### src/sv/lkvc_pkg.sv
// Shared constants, codes and types of the LRU key-value cache.
package lkvc_pkg;

   // Store geometry.
   localparam int ENTRIES    = 16;
   localparam int KEY_BITS   = 32;
   localparam int VALUE_BITS = 32;
   localparam int RANK_BITS  = $clog2(ENTRIES);
   localparam int OCC_BITS   = $clog2(ENTRIES + 1);

   // Field widths fixed by the interface.
   localparam int ACTION_BITS   = 2;
   localparam int CAP_BITS      = 5;
   localparam int OCC_OUT_BITS  = 5;
   localparam int REQ_DATA_BITS = ((KEY_BITS + VALUE_BITS + 7) / 8) * 8;
   localparam int RSP_DATA_BITS = ((1 + VALUE_BITS + OCC_OUT_BITS + 7) / 8) * 8;

   // Action codes.
   localparam logic [ACTION_BITS-1:0] ACT_LOOKUP = 2'd0;
   localparam logic [ACTION_BITS-1:0] ACT_INSERT = 2'd1;
   localparam logic [ACTION_BITS-1:0] ACT_CLEAR  = 2'd2;

   // Register file.
   localparam int CSR_ADDR_BITS = 3;
   localparam int CSR_DATA_BITS = 32;
   localparam logic [CSR_ADDR_BITS-3:0] CAP_WORD  = '0;
   localparam logic [CAP_BITS-1:0]      CAP_RESET = 5'd16;

   // One command word as held in the input register.
   typedef struct packed {
      logic [ACTION_BITS-1:0] action;
      logic [KEY_BITS-1:0]    key;
      logic [VALUE_BITS-1:0]  value;
   } cmd_type;

   // One result word as produced by the store.
   typedef struct packed {
      logic                    hit;
      logic [VALUE_BITS-1:0]   read_value;
      logic [OCC_OUT_BITS-1:0] occupancy;
   } rsp_type;

endpackage

### src/sv/lru_key_value_cache.sv
// Top level of the fully associative key-value cache with LRU replacement.
//
// Each request word is a lookup, an insert or update, or a clear, and yields
// exactly one response word. A request is captured in the input register;
// once the response register is free or drains, the store matches its key
// against all entries in parallel, updates the recency ranks and loads the
// response register. The cache takes one request per cycle while responses
// are not stalled; each response word passes the input register and then
// the response register. Only a stalled response register holds up new
// requests. The capacity register (address 0) limits how many entries are
// used before the least recently used one is evicted; 0 acts as 1, values
// above 16 as 16. Reset empties the cache and sets the capacity to 16.
module lru_key_value_cache (
   input  logic                                  clock,
   input  logic                                  reset,
   // Request channel.
   input  logic                                  req_tvalid,
   output logic                                  req_tready,
   input  logic [lkvc_pkg::REQ_DATA_BITS-1:0]    req_tdata,  // key, value
   input  logic [lkvc_pkg::ACTION_BITS-1:0]      req_tuser,  // action
   // Response channel.
   output logic                                  rsp_tvalid,
   input  logic                                  rsp_tready,
   output logic [lkvc_pkg::RSP_DATA_BITS-1:0]    rsp_tdata,  // hit, read_value, occupancy, pad
   // Configuration port.
   input  logic                                  csr_psel,
   input  logic                                  csr_penable,
   input  logic                                  csr_pwrite,
   input  logic [lkvc_pkg::CSR_ADDR_BITS-1:0]    csr_paddr,
   input  logic [lkvc_pkg::CSR_DATA_BITS-1:0]    csr_pwdata,
   output logic [lkvc_pkg::CSR_DATA_BITS-1:0]    csr_prdata,
   output logic                                  csr_pready
);
   import lkvc_pkg::*;

   logic                cmd_valid_ff;
   cmd_type             cmd_ff;
   logic                rsp_valid_ff;
   rsp_type             rsp_ff;
   rsp_type             rsp_in;
   logic                advance;
   logic [CAP_BITS-1:0] capacity;

   // A captured word moves on when the response register is free or drains.
   assign advance    = cmd_valid_ff && (!rsp_valid_ff || rsp_tready);
   assign req_tready = !cmd_valid_ff || advance;

   // Input register.
   always_ff @(posedge clock) begin
      if (reset) begin
         cmd_valid_ff <= 1'b0;
      end else if (req_tready) begin
         cmd_valid_ff <= req_tvalid;
      end
   end

   always_ff @(posedge clock) begin
      if (req_tready && req_tvalid) begin
         cmd_ff.action <= req_tuser;
         cmd_ff.key    <= req_tdata[KEY_BITS-1:0];
         cmd_ff.value  <= req_tdata[KEY_BITS +: VALUE_BITS];
      end
   end

   lkvc_csr u_csr (
      .clock       (clock),
      .reset       (reset),
      .csr_psel    (csr_psel),
      .csr_penable (csr_penable),
      .csr_pwrite  (csr_pwrite),
      .csr_paddr   (csr_paddr),
      .csr_pwdata  (csr_pwdata),
      .csr_prdata  (csr_prdata),
      .csr_pready  (csr_pready),
      .capacity    (capacity)
   );

   lkvc_store u_store (
      .clock     (clock),
      .reset     (reset),
      .cmd_valid (advance),
      .cmd       (cmd_ff),
      .capacity  (capacity),
      .rsp       (rsp_in)
   );

   // Response register.
   always_ff @(posedge clock) begin
      if (reset) begin
         rsp_valid_ff <= 1'b0;
      end else if (advance) begin
         rsp_valid_ff <= 1'b1;
      end else if (rsp_tready) begin
         rsp_valid_ff <= 1'b0;
      end
   end

   always_ff @(posedge clock) begin
      if (advance) begin
         rsp_ff <= rsp_in;
      end
   end

   assign rsp_tvalid = rsp_valid_ff;
   assign rsp_tdata  = RSP_DATA_BITS'({rsp_ff.occupancy, rsp_ff.read_value, rsp_ff.hit});

endmodule

### src/sv/lkvc_csr.sv
// APB-style register file holding the capacity register.
module lkvc_csr (
   input  logic                               clock,
   input  logic                               reset,
   input  logic                               csr_psel,
   input  logic                               csr_penable,
   input  logic                               csr_pwrite,
   input  logic [lkvc_pkg::CSR_ADDR_BITS-1:0] csr_paddr,
   input  logic [lkvc_pkg::CSR_DATA_BITS-1:0] csr_pwdata,
   output logic [lkvc_pkg::CSR_DATA_BITS-1:0] csr_prdata,
   output logic                               csr_pready,
   output logic [lkvc_pkg::CAP_BITS-1:0]      capacity
);
   import lkvc_pkg::*;

   logic [CAP_BITS-1:0] capacity_ff;
   logic                cap_sel;
   logic                cap_write;

   // Decode the word address; the low two bits are the byte offset.
   assign cap_sel   = (csr_paddr[CSR_ADDR_BITS-1:2] == CAP_WORD);
   assign cap_write = csr_psel && csr_penable && csr_pwrite && cap_sel;

   always_ff @(posedge clock) begin
      if (reset) begin
         capacity_ff <= CAP_RESET;
      end else if (cap_write) begin
         capacity_ff <= csr_pwdata[CAP_BITS-1:0];
      end
   end

   // Reads return the register zero-extended; other words read as zero.
   assign csr_prdata = cap_sel ? CSR_DATA_BITS'(capacity_ff) : '0;
   assign csr_pready = 1'b1;
   assign capacity   = capacity_ff;

endmodule

### src/sv/lkvc_store.sv
// Entry store: parallel key match, recency ranks, eviction and fill in one pass.
module lkvc_store (
   input  logic                          clock,
   input  logic                          reset,
   input  logic                          cmd_valid,
   input  lkvc_pkg::cmd_type             cmd,
   input  logic [lkvc_pkg::CAP_BITS-1:0] capacity,
   output lkvc_pkg::rsp_type             rsp
);
   import lkvc_pkg::*;

   logic [ENTRIES-1:0]    valid_ff, valid_in;
   logic [KEY_BITS-1:0]   key_ff   [ENTRIES];
   logic [KEY_BITS-1:0]   key_in   [ENTRIES];
   logic [VALUE_BITS-1:0] value_ff [ENTRIES];
   logic [VALUE_BITS-1:0] value_in [ENTRIES];
   logic [RANK_BITS-1:0]  rank_ff  [ENTRIES];
   logic [RANK_BITS-1:0]  rank_in  [ENTRIES];
   logic [OCC_BITS-1:0]   occ_ff, occ_in;

   logic [ENTRIES-1:0]    match, lru, evict, kept, free_vec, slot;
   logic [RANK_BITS-1:0]  hit_rank;
   logic [VALUE_BITS-1:0] hit_value;
   logic                  any_hit, full;
   logic [OCC_BITS-1:0]   cap_eff, occ_last;

   // Clamp the capacity to the range the store supports.
   always_comb begin
      if (capacity == '0) begin
         cap_eff = OCC_BITS'(1);
      end else if (int'(capacity) > ENTRIES) begin
         cap_eff = OCC_BITS'(ENTRIES);
      end else begin
         cap_eff = OCC_BITS'(capacity);
      end
   end

   assign full     = (occ_ff >= cap_eff);
   assign occ_last = occ_ff - 1'b1;

   // Valid keys are unique and valid ranks are distinct, so both the key
   // match and the least recent entry (rank occupancy-1) are one-hot.
   always_comb begin
      hit_rank  = '0;
      hit_value = '0;
      for (int i = 0; i < ENTRIES; i++) begin
         match[i] = valid_ff[i] && (key_ff[i] == cmd.key);
         lru[i]   = valid_ff[i] && (OCC_BITS'(rank_ff[i]) == occ_last);
         hit_rank  = hit_rank  | (match[i] ? rank_ff[i]  : '0);
         hit_value = hit_value | (match[i] ? value_ff[i] : '0);
      end
   end

   assign any_hit = |match;

   // On a miss into a full store the least recent entry makes room; the new
   // entry takes the lowest free slot.
   assign evict    = full ? lru : '0;
   assign kept     = valid_ff & ~evict;
   assign free_vec = ~kept;
   assign slot     = free_vec & (~free_vec + 1'b1);

   // Next state of every entry.
   always_comb begin
      valid_in = valid_ff;
      occ_in   = occ_ff;
      for (int i = 0; i < ENTRIES; i++) begin
         key_in[i]   = key_ff[i];
         value_in[i] = value_ff[i];
         rank_in[i]  = rank_ff[i];
      end
      if (cmd_valid) begin
         unique case (cmd.action) inside
            ACT_LOOKUP, ACT_INSERT: begin
               if (any_hit) begin
                  // Move the hit entry to the front; newer entries age by one.
                  for (int i = 0; i < ENTRIES; i++) begin
                     if (match[i]) begin
                        rank_in[i] = '0;
                        if (cmd.action == ACT_INSERT) begin
                           value_in[i] = cmd.value;
                        end
                     end else if (valid_ff[i] && (rank_ff[i] < hit_rank)) begin
                        rank_in[i] = rank_ff[i] + 1'b1;
                     end
                  end
               end else if (cmd.action == ACT_INSERT) begin
                  // Fill a new entry as most recent; all survivors age by one.
                  for (int i = 0; i < ENTRIES; i++) begin
                     if (slot[i]) begin
                        key_in[i]   = cmd.key;
                        value_in[i] = cmd.value;
                        rank_in[i]  = '0;
                     end else if (kept[i]) begin
                        rank_in[i] = rank_ff[i] + 1'b1;
                     end
                  end
                  valid_in = kept | slot;
                  occ_in   = full ? occ_ff : occ_ff + 1'b1;
               end
            end
            ACT_CLEAR: begin
               valid_in = '0;
               occ_in   = '0;
               for (int i = 0; i < ENTRIES; i++) begin
                  rank_in[i] = '0;
               end
            end
            default: begin
            end
         endcase
      end
   end

   // Control state: valid marks, ranks and the fill count.
   always_ff @(posedge clock) begin
      if (reset) begin
         valid_ff <= '0;
         occ_ff   <= '0;
         for (int i = 0; i < ENTRIES; i++) begin
            rank_ff[i] <= '0;
         end
      end else begin
         valid_ff <= valid_in;
         occ_ff   <= occ_in;
         for (int i = 0; i < ENTRIES; i++) begin
            rank_ff[i] <= rank_in[i];
         end
      end
   end

   // Payload: keys and values are only read once written.
   always_ff @(posedge clock) begin
      for (int i = 0; i < ENTRIES; i++) begin
         key_ff[i]   <= key_in[i];
         value_ff[i] <= value_in[i];
      end
   end

   // Result of the current command.
   always_comb begin
      rsp.hit        = any_hit && ((cmd.action == ACT_LOOKUP) || (cmd.action == ACT_INSERT));
      rsp.read_value = (any_hit && (cmd.action == ACT_LOOKUP)) ? hit_value : '0;
      rsp.occupancy  = OCC_OUT_BITS'(occ_in);
   end

endmodule

### config.mk
export PLATFORM = sky130hd
export DESIGN_NAME = lru_key_value_cache
export DESIGN_NICKNAME = d
export VERILOG_FILES = /design/src/sv/lkvc_pkg.sv /design/src/sv/lru_key_value_cache.sv /design/src/sv/lkvc_csr.sv /design/src/sv/lkvc_store.sv
export SDC_FILE = /design/constraint.sdc
export NUM_CORES = 2
export LEC_CHECK = 0
export BUFFER_PORTS_ARGS = -buffer_cell sky130_fd_sc_hd__buf_2
export CAP_MARGIN = 20
export CORE_MARGIN = 2
export CORE_UTILIZATION = 38
export DETAILED_ROUTE_END_ITERATION = 10
export GPL_ROUTABILITY_DRIVEN = 0
export SETUP_SLACK_MARGIN = 0.05
export SLEW_MARGIN = 25
export SYNTH_ARGS = -nofsm -noshare
export SYNTH_HDL_FRONTEND = slang
export SYNTH_SLANG_ARGS = --single-unit
### constraint.sdc
create_clock -name clock -period 16.6 [get_ports clock]
set_clock_uncertainty 0.2 [all_clocks]
set_input_delay 4.98 -clock clock [delete_from_list [all_inputs] [get_ports clock]]
set_output_delay 4.98 -clock clock [all_outputs]
set_load 0.1 [all_outputs]
==> summary.md <==
| Metric | Value |
|---|---|
| First drt pass iteration count | 8 |
| Most common cell after layout, fill and taps aside | edfxtp_1 |
| Critical Path Start Type | input pin |
| Cell mode on critical path | buf_2 |
| Delay of the slowest critical-path stage | about 300 ps |
| Multi-input gate area | 16600 sq um |
| Tot GR Track Use | 0.221 |
| Library cells used by synthesis | 99 |
| Setup_tns | 0 ps |
| Max cap viols | 0 |
| # DRC | 0 |
| Initial core utilization | 0.383 |
| CTS Buffer Depth | 3 |
| Max Fanout on Critical Path | 4 |
| CP Cell Sequence | buf_2 > nor2b_1 > nand2_1 > buf_2 |
| Worst IR drop on VDD | 0.0000867 V |
| # port buffers | 123 |
| CTS clk-pin slew, worst paths | 60 ps |
| CTS tree | done |
| Post-CTS setup buffers | 0 |
| Largest net degree at the start of global routing | 56 |
| CTS sink cnt | around 1200 |
| Hold-fix buffers, CTS | 0 |
| R2r setup slk | 9970 ps |
| Final period util | 0.654 |
| Hold Path Origin | cmd_valid_ff$_SDFFE_PP0N_ |
| ANT nets after route | 0 |
| Final wirelength | 161000 um |
| Worst r2r path cells | 15 |
| Status | finished clean |
| Slew Viols, Final | 0 |
| Final worst setup slack | around 5700 ps |
| Fmax | 0.0921 GHz |
| # IOs | between 150 and 200 |
| Drt wl/cell | 26.9 um |
| Hold Path Sink | rsp_tvalid$_SDFFE_PP0P_ |
| Global-route wire length before repair | 230000 um |
| Iter 0 DRT Violations | 4122 |
| R2r startpoint | cmd_ff[48]$_DFFE_PP_ |
| WHS Path Cells | 2 |
| CTS Buf Count | about 130 |
| Worst-skew pair later-pin latency | 770 ps |
| Layout area overhead | 13.7% |
| # fillers | 12500 |
| RSZ-0062 raised after global routing | false |
| Yosys warns | 0 |
| Vias in the first global route | 32900 |
| Worst EP required | 11420 ps |
| Seq/Total Area, Yosys | 0.668 |
| Setup Slack @ Placement | 5740 ps |
| Total Nets Final | a little over 4000 |
| Most frequent cells in the layout | edfxtp_1, xnor2_1, nand4_1 |
| H-tree Lvls | 4 |
| EDFF count, synth | 1128 |
| Max_slew headroom | 0.285 |
| Critical Path End Type | primary output |
| DR vias | 34800 |
| Vias per cell | 5.81 |
| Mapped cell area | 53400 sq um |
| Number of endpoints failing setup at the final stage | 0 |
| Tmin final | 10860 ps |
| Die Y | 379 um |
| Syn Inst Count | 3820 |
| Die area | 144000 sq um |
| Initial antenna violation count | 6 |
| Pwr dens | 109 nW/um^2 |
| Die X | 379 um |
| Final hold vios | 0 |
| Site row count | ~140 |
| Worst R2R End | u_store.rank_ff[11][3]$_SDFFE_PP0P_ |
| Worst-Margin Slew | 1060 ps |
| Slowest stage cell, crit path | buf_2 |
| Leakage power | 19.1 nW |
| Top_reg_cell synth | edfxtp_1 |
| Share of layout cells above drive strength 1 | 0.126 |
| Worst Path Arrival | 5680 ps |
| FF/Latch Area | 35700 sq um |
| Root buffer cell | clkbuf_16 |
| Critical setup path kind | input pin to primary output |
| Post-synth ARST share | 0 |
| Core ar. | 140000 sq um |
| Syn Area/Cell | 14.0 sq um |
| HPWL after detailed placement | 93700 um |
| FF+latch count, synth | 1220 |
| Post_cts resized | 0 |
| GRT overflow | 0 |
| Min-Delay Path Class | flop to flop |
[worst max-delay path, delay by kind of cell]
| kind | cells | cell delay (ps) |
|---|---|---|
| AND/OR/NAND/NOR | 2 | 300 |
| buffers and inverters | 2 | 400 |
[through the flow]
step | hold WS [ps] | cell area, sq um | std cells | util | power, mW
6_report | 312 | 60800 | 5988 | 0.435 | 6.63
5_1_grt | 356 | 60800 | 5986 | 0.435 | 6.82
2_1_floorplan | 263 | 53500 | 3848 | - | 3.69
3_5_place_dp | 312 | 56500 | 5746 | 0.405 | 3.79
4_1_cts | 321 | 60800 | 5986 | 0.435 | 6.68
3_3_place_gp | 297 | 56500 | 5746 | 0.405 | 3.79
[registers in the layout, summed over array words and instances (netlist names)]
name              count
rsp_tdata            38
u_store.occ_ff        5
cmd_valid_ff          1
u_csr.capacity        5
u_store.value_ff    512
cmd_ff               66
u_store.key_ff      512
rsp_tvalid            1
u_store.rank_ff      64
u_store.valid_ff     16
[report_power, final]
group	switching (mW)	total (mW)	internal [mW]
Clock	1.26	2.90	1.64
Sequential	0.0298	3.41	3.38
Combinational	0.242	0.322	0.0796
[per-layer routing]
layer / vias up / track usage / routed length, um
met5: - / 0 / 0
met4: 0 / 0.0746 / 5270
met3: 304 / 0.0426 / 14500
met2: 1712 / 0.336 / 71100
met1: 17600 / 0.318 / 70000
li1: 15200 / - / -
[cell families (layout without fill, tap and decap cells)]
group	Yosys count	after routing	synth area share
flip-flops	1220	1220	0.668
other	2	32	0.000141
AO/OA/AOI/OAI	633	633	0.0887
buffers and inverters	297	559	0.0265
AND/OR/NAND/NOR	1081	1081	0.114
multiplexers	13	13	0.00244
XOR/XNOR	526	526	0.0890
adder cells (fa/ha/maj)	48	48	0.0108
[Yosys cell counts, types with 27 or more instances]
cell type	number	area [sq um]
edfxtp_1	1128	33900
xnor2_1	405	3550
nand4_1	215	1350
nor2_1	152	571
nand2_1	136	510
xor2_1	110	963
a22o_1	106	928
nand3_1	105	526
nand2b_1	104	651
a221oi_1	100	876
dfxtp_1	92	1840
clkbuf_1	81	304
a21oi_1	78	390
and3_1	78	488
inv_1	74	278
a22oi_1	72	541
o21ai_0	70	350
nor3_1	62	310
buf_2	60	300
nor4_1	57	357
buf_4	50	375
a31oi_1	44	275
ha_1	39	488
and2_1	32	200
nor2b_1	27	169
[worst max path at each step]
stage	from	to	cells past startpoint
finish	rsp_tready	req_tready	4
global route	rsp_tready	req_tready	4
CTS	rsp_tready	req_tready	4
detailed placement	rsp_tready	req_tready	4
global placement	rsp_tready	req_tready	4
floorplan	csr_paddr[2]	csr_prdata[0]	1
[cell type report]
class                           instances  share of cell area
Sequential cell                      1220               0.588
Multi-Input combinational cell       2331               0.274
Clock buffer                          160              0.0578
Tap cell                             1876              0.0386
Timing Repair Buffer                  242              0.0248
Clock inverter                         80              0.0125
Inverter                               77             0.00476
Antenna cell                            2           0.0000824
No activity file was read; power rests on OpenSTA's default activity.
